File: config.mk
export PLATFORM = sky130hd
export DESIGN_NAME = vertex_light_color_blend
export DESIGN_NICKNAME = d
export VERILOG_FILES = /design/src/sv/vlcb_pkg.sv /design/src/sv/vertex_light_color_blend.sv
export SDC_FILE = /design/constraint.sdc
export NUM_CORES = 2
export LEC_CHECK = 0
export BUFFER_PORTS_ARGS = -buffer_cell sky130_fd_sc_hd__buf_2
export CAP_MARGIN = 25
export CORE_ASPECT_RATIO = 1.4
export CORE_MARGIN = 4
export CORE_UTILIZATION = 65
export CTS_BUF_LIST = sky130_fd_sc_hd__clkbuf_2
export DETAILED_ROUTE_END_ITERATION = 10
export PLACE_DENSITY = 0.82
export SLEW_MARGIN = 20
export SYNTH_ARGS = -nofsm -noshare
export SYNTH_HDL_FRONTEND = slang
export SYNTH_SLANG_ARGS = --single-unit
File: constraint.sdc
create_clock -name clock -period 16.43 [get_ports clock]
set_input_delay 0.8215 -clock clock [delete_from_list [all_inputs] [get_ports clock]]
set_output_delay 0.8215 -clock clock [all_outputs]
set_load 0.03 [all_outputs]
File: src/sv/vlcb_pkg.sv
// shared types, constants and arithmetic helpers for the vertex light color blend
`default_nettype none

package vlcb_pkg;

   // fixed point format of the tint and channel values
   localparam int FRACTION_BITS = 16;
   localparam longint ONE = longint'(1) << FRACTION_BITS;

   // time of day register
   localparam int RATIO_W = 10;
   localparam int RATIO_MAX = 1000;
   localparam int RATIO_RST = 1000;
   localparam int QUO_W = 10;

   // tint constants
   localparam longint C04 = (4 * ONE + 50) / 100;
   localparam longint C078 = (78 * ONE + 500) / 1000;
   localparam longint ART = (104 * ONE + 50) / 100;
   localparam longint ART255 = 255 * ART;

   // ratio*ONE/1000 = ratio*A_RG + (ratio*B_RG)/1000
   localparam longint A_RG = ONE / 1000;
   localparam longint B_RG = ONE % 1000;
   // 98*ratio*ONE/100000 = ratio*A_B + (ratio*B_B)/100000
   localparam longint A_B = (98 * ONE) / 100000;
   localparam longint B_B = (98 * ONE) % 100000;

   // reciprocal constants for the small constant divisions
   localparam int Y_RG_W = 20;
   localparam int Y_B_W = 27;
   localparam int S_RG = 32;
   localparam int S_B = 44;
   localparam int M_RG_W = 23;
   localparam int M_B_W = 28;
   localparam longint M_RG = ((longint'(1) << S_RG) + 999) / 1000;
   localparam longint M_B = ((longint'(1) << S_B) + 99999) / 100000;

   // datapath widths
   localparam int SUN_W = FRACTION_BITS + 2;
   localparam int NUM_W = FRACTION_BITS + 10;
   localparam int U_W = FRACTION_BITS + 9;
   localparam int MIX_W = FRACTION_BITS + 1;
   localparam int CH_W = FRACTION_BITS + 2;
   localparam int LVL_W = CH_W + 2;

   // byte digits of a /255 operand and width of its leftover
   localparam int DIG_K = (U_W + 7) / 8;
   localparam int REM_W = $clog2((DIG_K + 2) * 255);

   // dark blue boost values, table*ONE/255
   localparam longint BOOST_1 = (1 * ONE) / 255;
   localparam longint BOOST_2 = (2 * ONE) / 255;
   localparam longint BOOST_3 = (3 * ONE) / 255;
   localparam longint BOOST_4 = (4 * ONE) / 255;
   localparam longint BOOST_5 = (5 * ONE) / 255;
   localparam longint BOOST_6 = (6 * ONE) / 255;

   typedef struct packed {
      logic [7:0] day_level;
      logic [7:0] night_level;
   } req_type;

   typedef struct packed {
      logic [7:0] red;
      logic [7:0] green;
      logic [7:0] blue;
   } rsp_type;

   // first estimate of u/255: sum of byte shifts, short by at most DIG_K
   function automatic logic [U_W-1:0] div255_est(input logic [U_W-1:0] u);
      logic [U_W-1:0] acc;
      acc = '0;
      for (int k = 1; k <= DIG_K; k++) begin
         acc = acc + (u >> (8 * k));
      end
      return acc;
   endfunction

   // exact u/255 from the estimate: small leftover divided by the 16-bit trick
   function automatic logic [U_W-1:0] div255_fix(input logic [U_W-1:0] u,
                                                 input logic [U_W-1:0] q0);
      logic [U_W-1:0] r_full;
      logic [REM_W-1:0] r;
      logic [REM_W:0] t;
      r_full = u - (q0 << 8) + q0;
      r = r_full[REM_W-1:0];
      t = {1'b0, r} + (REM_W+1)'(1) + (REM_W+1)'(r >> 8);
      return q0 + U_W'(t >> 8);
   endfunction

   // channel*255/ONE, clamped to a byte; negative gives 0
   function automatic logic [7:0] clamp_out(input logic signed [CH_W:0] v);
      logic [CH_W:0] m;
      logic [CH_W+8:0] p;
      logic [CH_W+8:0] t;
      logic [7:0] res;
      m = v;
      p = {m, 8'd0} - {8'd0, m};
      t = p >> FRACTION_BITS;
      if (v[CH_W]) begin
         res = 8'd0;
      end else if (t > (CH_W+9)'(255)) begin
         res = 8'hFF;
      end else begin
         res = t[7:0];
      end
      return res;
   endfunction

   // extra blue for dark levels, indexed by level/8
   function automatic logic [FRACTION_BITS-1:0] dark_boost(input logic [4:0] idx);
      logic [FRACTION_BITS-1:0] res;
      case (idx) inside
         5'd0, 5'd9:       res = FRACTION_BITS'(BOOST_1);
         5'd1, 5'd6:       res = FRACTION_BITS'(BOOST_4);
         5'd2, 5'd3, 5'd4: res = FRACTION_BITS'(BOOST_6);
         5'd5:             res = FRACTION_BITS'(BOOST_5);
         5'd7:             res = FRACTION_BITS'(BOOST_3);
         5'd8:             res = FRACTION_BITS'(BOOST_2);
         default:          res = '0;
      endcase
      return res;
   endfunction

endpackage

`default_nettype wire

File: src/sv/vertex_light_color_blend.sv
// vertex light pair to rgb color: alpha divider, tint mix and dark blue boost pipeline
//
//  channel   ports                        direction  handshake
//  request   start, busy, req_item        in         start & !busy
//  response  rsp_strobe, rsp_item         out        rsp_strobe, one cycle, no back pressure
//  config    csr_we, csr_wdata            in         csr_we, time of day ratio
//
// one transaction per cycle; each result is strobed once it has passed the 16 register stages
// (input stage included): three for the alpha divider, two byte-digit /255 passes per
// product and the level, boost and clamp.
// a ratio write reaches the mixing stage through the tint precompute registers; a
// transaction taken in the same cycle as the write already sees the new ratio.
// busy is high during reset and the cycle after; the pipeline never stalls.
`default_nettype none

module vertex_light_color_blend (
   input  logic                             clock,
   input  logic                             reset,
   input  logic                             start,
   output logic                             busy,
   input  vlcb_pkg::req_type                req_item,
   output logic                             rsp_strobe,
   output vlcb_pkg::rsp_type                rsp_item,
   input  logic                             csr_we,
   input  logic [vlcb_pkg::RATIO_W-1:0]     csr_wdata
);

   localparam int STAGES = 16;
   localparam int SUN_W = vlcb_pkg::SUN_W;
   localparam int NUM_W = vlcb_pkg::NUM_W;
   localparam int U_W = vlcb_pkg::U_W;
   localparam int MIX_W = vlcb_pkg::MIX_W;
   localparam int CH_W = vlcb_pkg::CH_W;
   localparam int LVL_W = vlcb_pkg::LVL_W;
   localparam int FB = vlcb_pkg::FRACTION_BITS;
   localparam int Y_RG_W = vlcb_pkg::Y_RG_W;
   localparam int Y_B_W = vlcb_pkg::Y_B_W;
   localparam int P_RG_W = Y_RG_W + vlcb_pkg::M_RG_W;
   localparam int P_B_W = Y_B_W + vlcb_pkg::M_B_W;
   localparam int QUO_W = vlcb_pkg::QUO_W;

   // control
   logic                 busy_ff;
   logic                 accept;
   logic [STAGES-1:0]    vld_ff;

   // config and tint precompute
   logic [vlcb_pkg::RATIO_W-1:0] ratio_ff;
   logic [vlcb_pkg::RATIO_W-1:0] rsat;
   logic [Y_RG_W-1:0]    cy_rg_in, cy_rg_ff;
   logic [Y_B_W-1:0]     cy_b_in, cy_b_ff;
   logic [SUN_W-1:0]     cbase_rg_in, cbase_rg_ff, cbase2_rg_ff;
   logic [SUN_W-1:0]     cbase_b_in, cbase_b_ff, cbase2_b_ff;
   logic [P_RG_W-1:0]    cprod_rg;
   logic [P_B_W-1:0]     cprod_b;
   logic [QUO_W-1:0]     cq_rg_in, cq_rg_ff, cq_b_in, cq_b_ff;
   logic signed [SUN_W-1:0] cd_rg_in, cd_rg_ff, cd_b_in, cd_b_ff;

   // alpha divider stages
   logic [7:0]           dayd;
   logic [7:0]           sum;
   logic [15:0]          rem1_in, rem1_ff, rem2_in, rem2_ff, rem3_in, rem3_ff;
   logic [7:0]           sum1_ff, sum2_ff, sum3_ff;
   logic                 zero1_ff, zero2_ff, zero3_ff;
   logic [7:0]           grey1_ff, grey2_ff, grey3_ff, grey4_ff, grey5_ff;
   logic [7:0]           grey6_ff, grey7_ff, grey8_ff;
   logic [2:0]           quo2_in, quo2_ff;
   logic [5:0]           quo3_in, quo3_ff;
   logic [7:0]           alpha4_in, alpha4_ff;

   // mix and channel lanes: 0 is red/green, 1 is blue
   logic signed [NUM_W-1:0] num5_in [2];
   logic signed [NUM_W-1:0] num5_ff [2];
   logic [U_W-1:0]       mag6_in [2];
   logic [U_W-1:0]       mag6_ff [2];
   logic [U_W-1:0]       mag7_ff [2];
   logic [U_W-1:0]       est7_ff [2];
   logic [MIX_W-1:0]     mix8_ff [2];
   logic [U_W-1:0]       prod9_ff [2];
   logic [U_W-1:0]       prod10_ff [2];
   logic [U_W-1:0]       est10_ff [2];
   logic [MIX_W-1:0]     chm11_ff [2];
   logic signed [CH_W-1:0] chs12_in [2];
   logic signed [CH_W-1:0] chs12_ff [2];
   logic                 neg6_ff [2];
   logic                 neg7_ff [2];
   logic                 neg8_ff [2];
   logic                 neg9_ff [2];
   logic                 neg10_ff [2];
   logic                 neg11_ff [2];

   // level, boost and output
   logic signed [LVL_W-1:0] lsum13_in, lsum13_ff;
   logic [7:0]           red13_ff, red14_ff, red15_ff;
   logic signed [CH_W-1:0] chb13_ff, chb14_ff;
   logic [LVL_W+6:0]     lprod;
   logic [LVL_W+6:0]     lshift;
   logic [7:0]           level;
   logic [FB-1:0]        boost14_in, boost14_ff;
   logic signed [CH_W:0] chb15_in, chb15_ff;
   vlcb_pkg::rsp_type    rsp_item_in, rsp_item_ff;

   // handshake and valid chain
   assign accept = start & ~busy_ff;
   assign busy = busy_ff;
   assign rsp_strobe = vld_ff[STAGES-1];
   assign rsp_item = rsp_item_ff;

   always_ff @(posedge clock) begin
      if (reset) begin
         busy_ff <= 1'b1;
         vld_ff <= '0;
      end else begin
         busy_ff <= 1'b0;
         vld_ff <= {vld_ff[STAGES-2:0], accept};
      end
   end

   // time of day ratio register
   always_ff @(posedge clock) begin
      if (reset) begin
         ratio_ff <= vlcb_pkg::RATIO_W'(vlcb_pkg::RATIO_RST);
      end else if (csr_we) begin
         ratio_ff <= csr_wdata;
      end
   end

   // tint precompute: split products, reciprocal divide, then offset
   always_comb begin
      rsat = (ratio_ff > vlcb_pkg::RATIO_W'(vlcb_pkg::RATIO_MAX))
           ? vlcb_pkg::RATIO_W'(vlcb_pkg::RATIO_MAX) : ratio_ff;
      cy_rg_in = Y_RG_W'(rsat) * Y_RG_W'(vlcb_pkg::B_RG);
      cy_b_in = Y_B_W'(rsat) * Y_B_W'(vlcb_pkg::B_B);
      cbase_rg_in = SUN_W'(rsat) * SUN_W'(vlcb_pkg::A_RG);
      cbase_b_in = SUN_W'(rsat) * SUN_W'(vlcb_pkg::A_B);
      cprod_rg = P_RG_W'(cy_rg_ff) * P_RG_W'(vlcb_pkg::M_RG);
      cprod_b = P_B_W'(cy_b_ff) * P_B_W'(vlcb_pkg::M_B);
      cq_rg_in = cprod_rg[vlcb_pkg::S_RG +: QUO_W];
      cq_b_in = cprod_b[vlcb_pkg::S_B +: QUO_W];
      // sun tint minus the artificial tint
      cd_rg_in = cbase2_rg_ff + SUN_W'(cq_rg_ff)
               - SUN_W'(vlcb_pkg::C04 + vlcb_pkg::ART);
      cd_b_in = cbase2_b_ff + SUN_W'(cq_b_ff) + SUN_W'(vlcb_pkg::C078)
              - SUN_W'(vlcb_pkg::ART);
   end

   always_ff @(posedge clock) begin
      cy_rg_ff <= cy_rg_in;
      cy_b_ff <= cy_b_in;
      cbase_rg_ff <= cbase_rg_in;
      cbase_b_ff <= cbase_b_in;
      cq_rg_ff <= cq_rg_in;
      cq_b_ff <= cq_b_in;
      cbase2_rg_ff <= cbase_rg_ff;
      cbase2_b_ff <= cbase_b_ff;
      cd_rg_ff <= cd_rg_in;
      cd_b_ff <= cd_b_in;
   end

   // stage 1: night removal, sum, divider dividend day*255
   always_comb begin
      dayd = (req_item.day_level < req_item.night_level)
           ? 8'd0 : req_item.day_level - req_item.night_level;
      sum = dayd + req_item.night_level;
      rem1_in = {dayd, 8'd0} - {8'd0, dayd};
   end

   // stages 2 to 4: restoring divide, three, three and two quotient bits
   always_comb begin
      logic [15:0] r;
      logic [15:0] sh;
      r = rem1_ff;
      quo2_in = '0;
      for (int i = 0; i < 3; i++) begin
         sh = 16'(sum1_ff) << (7 - i);
         if (r >= sh) begin
            r = r - sh;
            quo2_in[2-i] = 1'b1;
         end
      end
      rem2_in = r;
   end

   always_comb begin
      logic [15:0] r;
      logic [15:0] sh;
      r = rem2_ff;
      quo3_in = {quo2_ff, 3'd0};
      for (int i = 0; i < 3; i++) begin
         sh = 16'(sum2_ff) << (4 - i);
         if (r >= sh) begin
            r = r - sh;
            quo3_in[2-i] = 1'b1;
         end
      end
      rem3_in = r;
   end

   always_comb begin
      logic [15:0] r;
      logic [15:0] sh;
      r = rem3_ff;
      alpha4_in = {quo3_ff, 2'd0};
      for (int i = 0; i < 2; i++) begin
         sh = 16'(sum3_ff) << (1 - i);
         if (r >= sh) begin
            r = r - sh;
            alpha4_in[1-i] = 1'b1;
         end
      end
      if (zero3_ff) begin
         alpha4_in = 8'd0;
      end
   end

   always_ff @(posedge clock) begin
      rem1_ff <= rem1_in;
      sum1_ff <= sum;
      zero1_ff <= (sum == 8'd0);
      grey1_ff <= {sum[7:1], 1'b0};
      rem2_ff <= rem2_in;
      quo2_ff <= quo2_in;
      sum2_ff <= sum1_ff;
      zero2_ff <= zero1_ff;
      grey2_ff <= grey1_ff;
      rem3_ff <= rem3_in;
      quo3_ff <= quo3_in;
      sum3_ff <= sum2_ff;
      zero3_ff <= zero2_ff;
      grey3_ff <= grey2_ff;
      alpha4_ff <= alpha4_in;
      grey4_ff <= grey3_ff;
      grey5_ff <= grey4_ff;
      grey6_ff <= grey5_ff;
      grey7_ff <= grey6_ff;
      grey8_ff <= grey7_ff;
   end

   // stage 5: mix numerator alpha*(sun-art) + 255*art
   always_comb begin
      logic signed [NUM_W-1:0] a_ext;
      logic signed [NUM_W-1:0] d_ext [2];
      a_ext = NUM_W'(alpha4_ff);
      d_ext[0] = NUM_W'(cd_rg_ff);
      d_ext[1] = NUM_W'(cd_b_ff);
      for (int l = 0; l < 2; l++) begin
         num5_in[l] = a_ext * d_ext[l] + NUM_W'(vlcb_pkg::ART255);
      end
   end

   // stage 6: sign and magnitude; stage 12: sign restored on the channel
   always_comb begin
      for (int l = 0; l < 2; l++) begin
         mag6_in[l] = num5_ff[l][NUM_W-1] ? U_W'(-num5_ff[l]) : U_W'(num5_ff[l]);
         chs12_in[l] = neg11_ff[l] ? -CH_W'(chm11_ff[l]) : CH_W'(chm11_ff[l]);
      end
   end

   // stages 5 to 12 per lane: /255, grey product, /255
   always_ff @(posedge clock) begin
      for (int l = 0; l < 2; l++) begin
         num5_ff[l] <= num5_in[l];
         mag6_ff[l] <= mag6_in[l];
         neg6_ff[l] <= num5_ff[l][NUM_W-1];
         mag7_ff[l] <= mag6_ff[l];
         est7_ff[l] <= vlcb_pkg::div255_est(mag6_ff[l]);
         neg7_ff[l] <= neg6_ff[l];
         mix8_ff[l] <= MIX_W'(vlcb_pkg::div255_fix(mag7_ff[l], est7_ff[l]));
         neg8_ff[l] <= neg7_ff[l];
         prod9_ff[l] <= U_W'(grey8_ff) * U_W'(mix8_ff[l]);
         neg9_ff[l] <= neg8_ff[l];
         prod10_ff[l] <= prod9_ff[l];
         est10_ff[l] <= vlcb_pkg::div255_est(prod9_ff[l]);
         neg10_ff[l] <= neg9_ff[l];
         chm11_ff[l] <= MIX_W'(vlcb_pkg::div255_fix(prod10_ff[l], est10_ff[l]));
         neg11_ff[l] <= neg10_ff[l];
         chs12_ff[l] <= chs12_in[l];
      end
   end

   // stage 13: brightness sum r+g+b; stage 14: level and boost; stage 15: blue boost
   always_comb begin
      lsum13_in = (LVL_W'(chs12_ff[0]) <<< 1) + LVL_W'(chs12_ff[1]);
      lprod = (LVL_W+7)'(lsum13_ff) * (LVL_W+7)'(85);
      lshift = lprod >> FB;
      if (lsum13_ff[LVL_W-1]) begin
         level = 8'd0;
      end else if (lshift > (LVL_W+7)'(255)) begin
         level = 8'hFF;
      end else begin
         level = lshift[7:0];
      end
      boost14_in = vlcb_pkg::dark_boost(level[7:3]);
      chb15_in = (CH_W+1)'(chb14_ff) + (CH_W+1)'(boost14_ff);
      rsp_item_in.red = red15_ff;
      rsp_item_in.green = red15_ff;
      rsp_item_in.blue = vlcb_pkg::clamp_out(chb15_ff);
   end

   always_ff @(posedge clock) begin
      lsum13_ff <= lsum13_in;
      red13_ff <= vlcb_pkg::clamp_out((CH_W+1)'(chs12_ff[0]));
      chb13_ff <= chs12_ff[1];
      boost14_ff <= boost14_in;
      chb14_ff <= chb13_ff;
      red14_ff <= red13_ff;
      chb15_ff <= chb15_in;
      red15_ff <= red14_ff;
      rsp_item_ff <= rsp_item_in;
   end

`ifndef ASSERT_OFF
   // every accepted transaction yields a result after the full pipeline
   a_latency : assert property (@(posedge clock) disable iff (reset)
      accept |-> ##STAGES rsp_strobe)
      else $error("accepted transaction gives no result strobe");

   // no result without an accepted transaction
   a_no_extra : assert property (@(posedge clock) disable iff (reset)
      rsp_strobe |-> $past(accept, STAGES))
      else $error("result strobe without accepted transaction");

   // red and green share one lane
   a_red_green : assert property (@(posedge clock) disable iff (reset)
      rsp_strobe |-> (rsp_item.red == rsp_item.green))
      else $error("red and green differ");

   // an unlit vertex comes out black, boost included
   a_black : assert property (@(posedge clock) disable iff (reset)
      (accept && req_item.day_level == 8'd0 && req_item.night_level == 8'd0)
      |-> ##16 (rsp_strobe && rsp_item.red == 8'd0 && rsp_item.blue == 8'd0))
      else $error("unlit vertex is not black");
`endif

endmodule

`default_nettype wire
# Word level (Yosys, flattened, before mapping)
# Memory sizes are Yosys's and may differ from the RTL's.
# Index checks and enable logic that the tools add are counted.
op_classes:
  add_sub_neg: 53
  multipliers: 10
  order_cmp: 13
  n_eq_ne: 9
  n_mux: 31
  n_bitwise: 2
  reduce_logical: 7
op_table:
  columns: ["cell", "n"]
  rows:
  - ["2-to-1 mux 16 bit", 7]
  - ["adder 18 x 1 -> 19 bit", 4]
  - ["adder 17 x 9 -> 18 bit", 4]
  - ["adder 17 x 4 -> 17 bit", 4]
  - ["adder 26 bit, second input constant", 2]
  - ["multiplier 9 x 18 -> 26 bit", 2]
  - ["2-to-1 mux 25 bit", 2]
  - ["negation 25 bit", 2]
  - ["adder 11 x 1 -> 12 bit, second input constant", 4]
  - ["adder 12 x 3 -> 12 bit", 4]
  - ["multiplier 7 x 17 -> 24 bit", 2]
  - ["adder 11 bit", 4]
  - ["2-to-1 mux 11 bit", 4]
  - ["subtractor 11 bit", 4]
  - ["multiplier 14 x 28 -> 42 bit, second input constant", 1]
  - ["2-to-1 mux 8 bit", 5]
  - ["multiplier 17 x 20 -> 36 bit, second input constant", 1]
  - ["2-to-1 mux 18 bit", 2]
  - ["negation 17 -> 18 bit", 2]
  - ["subtractor 18 x 17 -> 18 bit, second input constant", 2]
  - ["multiplier 10 x 7 -> 17 bit, second input constant", 2]
  - ["> comparator 11 x 8 -> 1 bit, second input constant", 3]
  - ["multiplier 20 x 8 -> 27 bit, second input constant", 1]
  - ["subtractor 26 x 20 -> 27 bit", 1]
  - ["other kinds (41)", 56]
word_totals:
  regBits: 446
  ram_bits: 442
  input_bits: 30
  word_cells: 186
  memories: 16
memory_table:
  columns: ["memory", "depth", "word_bits", "rd", "rd_ports_with_merged_regs", "wr", "line_no", "rtl"]
  rows:
  - ["num5_ff", 2, 26, 2, 0, 2, "vertex_light_color_blend.sv:73", "logic signed [NUM_W-1:0] num5_ff [2];"]
  - ["mag6_ff", 2, 25, 2, 0, 2, "vertex_light_color_blend.sv:75", "logic [U_W-1:0] mag6_ff [2];"]
  - ["mag7_ff", 2, 25, 2, 0, 2, "vertex_light_color_blend.sv:76", "logic [U_W-1:0] mag7_ff [2];"]
  - ["prod10_ff", 2, 25, 2, 0, 2, "vertex_light_color_blend.sv:80", "logic [U_W-1:0] prod10_ff [2];"]
  - ["prod9_ff", 2, 24, 2, 0, 2, "vertex_light_color_blend.sv:79", "logic [U_W-1:0] prod9_ff [2];"]
  - ["est10_ff", 2, 19, 2, 0, 2, "vertex_light_color_blend.sv:81", "logic [U_W-1:0] est10_ff [2];"]
  - ["+10 memories", null, null, null, null, null, null, null]

# Depth between registers and ports, before layout
logic_depth:
  word_depth: 10
  depth_mapped: 35
  depth_no_buf: 34

# Worst setup path after synthesis
# Ideal clock, no wire load.
synth_path:
  path_kind: "register to register"
  startpoint: "register sum2_ff[0]"
  endpoint: "register rem3_ff[4]"
  setup_time_ns: 0.123
  t_arrival_ns: 6.396
  required_ns: 16.307
  slack_ns: 9.911
  stages_incl_launch_ff: 34
  path_buffers: 1
  synth_period_minus_slack_ns: 6.519
  cell_sequence: "dfxtp_1 -> ha_1 -> inv_1 -> fa_1 -> a211oi_1 -> o21ai_0 -> and3_1 -> nor2_4 -> inv_4 -> o21ai_0 -> inv_1 -> ha_1 -> nor2b_1 -> o21a_1 -> o21ai_0 -> a21oi_1 -> or4b_4 -> nor3_4 -> inv_1 -> nor2_1 -> a21oi_1 -> fa_1 -> a21o_1 -> a21oi_1 -> nor2b_1 -> o21ai_0 -> a21o_1 -> and4bb_1 -> a22oi_1 -> nor3_2 -> and3_1 -> buf_4 -> inv_4 -> mux2_1"
synth_via:
  elab_chain_len: 6
  word_cells_on_any_way: 9
synth_rtl:
  columns: ["element", "line_no", "rtl"]
  rows:
  - ["start, declared", "vertex_light_color_blend.sv:63", "logic [7:0] sum1_ff, sum2_ff, sum3_ff;"]
  - ["start signal, assigned", "vertex_light_color_blend.sv:223", "sum2_ff <= sum1_ff;"]
  - ["subtractor 16 x 12 -> 16 bit / >= comparator 16 x 12 -> 1 bit (equally long branches)", "vertex_light_color_blend.sv:192, vertex_light_color_blend.sv:191", null]
  - ["2-to-1 mux 16 bit", "vertex_light_color_blend.sv:191", "if (r >= sh) begin"]
  - ["subtractor 16 x 11 -> 16 bit / >= comparator 16 x 11 -> 1 bit (equally long branches)", "vertex_light_color_blend.sv:192, vertex_light_color_blend.sv:191", null]
  - ["2-to-1 mux 16 bit", "vertex_light_color_blend.sv:191", null]
  - ["subtractor 16 x 10 -> 16 bit / >= comparator 16 x 10 -> 1 bit (equally long branches)", "vertex_light_color_blend.sv:192, vertex_light_color_blend.sv:191", null]
  - ["2-to-1 mux 16 bit *", "vertex_light_color_blend.sv:191", null]
  - ["named net rem3_in[4]", "vertex_light_color_blend.sv:62", "logic [15:0] rem1_in, rem1_ff, rem2_in, rem2_ff, rem3_in, rem3_ff;"]
  - ["end signal, assigned", "vertex_light_color_blend.sv:226", "rem3_ff <= rem3_in;"]
  - ["end, declared", "vertex_light_color_blend.sv:62", null]
# Mark *: on every way through the listed nets, which the timed path passes. The rest lies on a longest branch.
# A chain may end at the register's enable or synchronous reset.

# Final worst setup path
layout_path:
  startpoint: "register sum2_ff[0]"
  endpoint: "register rem3_ff[6]"
# Same word-level chain as after synthesis.

==> impl_results.md <==
- Clock Latency Late Sink: 1.54 ns
- H-tree Lvls: 4
- Final setup viols: 0
- Setup ws final: 8.55 ns
- Detailed Route Iter0 Violations: 1886
- Synthesized Nets: 8183
- Hold violation total from the final report: 0
- Yosys warns: 0
- Number of nets still failing antenna checks after routing: 0
- R2R Path End: rem3_ff[6]
- CTS tree: done
- Fmax: 0.127 GHz
- Die area: 102000 sq um
- Clock transition at the registers of the reported paths: 0.10 ns
- Total CTS buffers: 179
- FF-to-FF setup slack: 8.55 ns
- Critical Path Start: sum2_ff[0]
- I/O pin count: 56
- Nets: 8429
- Post-synth EDFFs: 0
- DP Worst Slack: 8.57 ns
- Port Buffers: 55
- DIE WIDTH: 272 um
- Die span in y: 377 um
- First-pass GRT wire length: 228000 um
- Status: finished with violations
- Async S/R FF share, synth: 0%
- Proportion of layout cells with a drive suffix above 1: 6.25%
- Failing checks: DRC
- Register bit count reported by yosys: 771
- Hold depth: 3
- Setup Buffers After CTS: 0
- Critical Path End Type: flip-flop
- Maxcap violations: 0
- TritonRoute pass-1 iters: 8
- Clock Tree Root: clkbuf_2
- Largest net degree at the start of global routing: 37
- Setup TNS Final: 0 ns
- Clock Tree Buf Depth: 3
- Worst Skew: 0.115 ns
- Tmin final: 7.88 ns
- WL/cell: 16.3 um
- Core area: 96600 sq um
- Initial antenna violation count: 3
- Register area share after synthesis: 24.4%
- CP peak stage delay: 0.59 ns
- Rows: 135
- Commonest non-fill, non-tap cells in the layout: inv_1, ha_1, dfxtp_1
- Grt total ovfl: 0
- Hold_ws: 0.271 ns
- Critical path data required time: 17.80 ns
- Reg2reg start: sum2_ff[0]
- Post-Syn Area: 63200 sq um
- Vias in the first global route: 49700
- Via density: 5.50
- Cell variety after synth: 90
- RSZ-0062 raised after global routing: false
- Post-CTS Resized: 0
- Critical path's slowest cell: or4b_4
- P&R area growth vs syn: 6.78%
- Setup CP Type: flip-flop to flip-flop
- CP startpoint kind: flip-flop
- CP Max Fanout: 14
- GRT Util Overall: 27.2%
- Crit path to: rem3_ff[6]
- Final wirelength: 134000 um
- Total number of vias: 45500
- Post-CTS Hold Buffers: 78
- Avg Cell Area, Syn: 9.62 sq um
- Residual DRC: 2
- Min-Delay Path Class: input port to flip-flop
- Fillers: 7212
- Most used DFF post-synth: dfxtp_1
- CTS sink count: 771
- Commonest non-fill, non-tap cell in the layout: inv_1
- Final period utilization: 48.0%
- Cell count of the worst reg-to-reg path: 32
- Initial cell density of the core: 65.4%
- Slew Limit Headroom: 28.2%
- Arr. time, crit path: 9.25 ns
- HPWL after DPL: 107000 um
- Worst slew pin tran: 1.07 ns
- Routability cong.: 0.935
- Fin. max-slew vios: 0
- Most frequent CP cell: o21ai_0
- Synth Instances: 6568
[worst min path at each step]
stage / startpoint / end / slack (ns)
2_1_floorplan: cbase_b_ff[10] / cbase2_b_ff[10] / 0.31
3_3_place_gp: grey7_ff[4] / grey8_ff[4] / 0.31
3_5_place_dp: mag6_ff[0][31] / mag7_ff[0][31] / 0.31
4_1_cts: csr_we / ratio_ff[6] / 0.05
5_1_grt: csr_we / ratio_ff[6] / 0.14
6_report: reset / vld_ff[8] / 0.27
[cells in the mapped netlist, types with 39 or more instances]
| cell type | count | area (sq um) |
|---|---|---|
| clkbuf_1 | 77 | 289 |
| and2_1 | 243 | 1520 |
| o21ai_0 | 205 | 1030 |
| nor2b_1 | 77 | 482 |
| or3_1 | 50 | 313 |
| o21a_1 | 49 | 368 |
| and3_1 | 53 | 332 |
| o31ai_1 | 39 | 293 |
| a21oi_1 | 243 | 1220 |
| xnor2_1 | 357 | 3130 |
| nand3_1 | 59 | 295 |
| nand2b_1 | 43 | 269 |
| ha_1 | 919 | 11500 |
| fa_1 | 666 | 13300 |
| dfxtp_1 | 771 | 15400 |
| xor2_1 | 131 | 1150 |
| nor3_1 | 81 | 405 |
| a21o_1 | 98 | 736 |
| nand2_1 | 501 | 1880 |
| nor2_1 | 223 | 837 |
| inv_1 | 1213 | 4550 |
[worst max-delay path: cells and delay by family, from the launching register on]
kind / cells / cell delay [ns]
simple gates: 10 / 2.69
compound gates: 12 / 2.51
fa+ha+maj: 4 / 1.34
buf+inv: 5 / 0.49
flops: 1 / 0.40
mux: 1 / 0.33
[through the flow]
step | cells | utilization, % | cell area [sq um]
after floorplan | 6568 | - | 63200
after global placement | 7856 | 67.2 | 64900
after detailed placement | 7856 | 67.2 | 64900
after CTS | 8256 | 69.8 | 67500
after global routing | 8263 | 69.9 | 67500
final | 8263 | 69.9 | 67500
[logic make-up (layout without fill, tap and decap cells)]
logic type      Yosys count  count (layout)  share of synthesized area (%)
flops                   771             771                           24.4
compound gates          877             877                           8.83
buf+inv                1307            1694                           7.84
fa+ha+maj              1585            1585                           39.3
simple gates           1478            1478                           11.8
mux                      61              61                           1.05
xor+xnor                489             489                           6.79
other cells               0               7                              0
[sequential cells by signal, summed over array words and instances (netlist names), 16 cells and up]
name	count
mag7_ff	22
est10_ff	34
chs12_ff	36
rem3_ff	16
chb13_ff	17
vld_ff	16
chm11_ff	34
mag6_ff	50
mix8_ff	34
rsp_item	16
num5_ff	52
cd_rg_ff	18
chb15_ff	19
rem1_ff	16
est7_ff	34
prod10_ff	20
lsum13_ff	20
cd_b_ff	18
chb14_ff	18
prod9_ff	48
rem2_ff	16
[final cells by class]
cell class	instances	area, sq um	area share (%)
antenna	7	17.5	0.0260
clock buffer	240	1200	1.78
clock inverter	82	599	0.888
inverter	1217	4570	6.78
multi-input combinational	4490	42800	63.4
sequential	771	15400	22.9
tap	1301	1630	2.41
timing repair buffer	155	1220	1.81
[layer usage]
metal / GRT usage [%] / vias up / wire length (um)
li1: - / 21900 / -
met1: 26.6 / 22000 / 47100
met2: 52.8 / 1155 / 73300
met3: 4.71 / 513 / 5240
met4: 16.3 / 0 / 8700
met5: 0 / - / 0
Power is not shown: default switching activity piles up to over one toggle a cycle in this logic, so the estimate is an artifact.
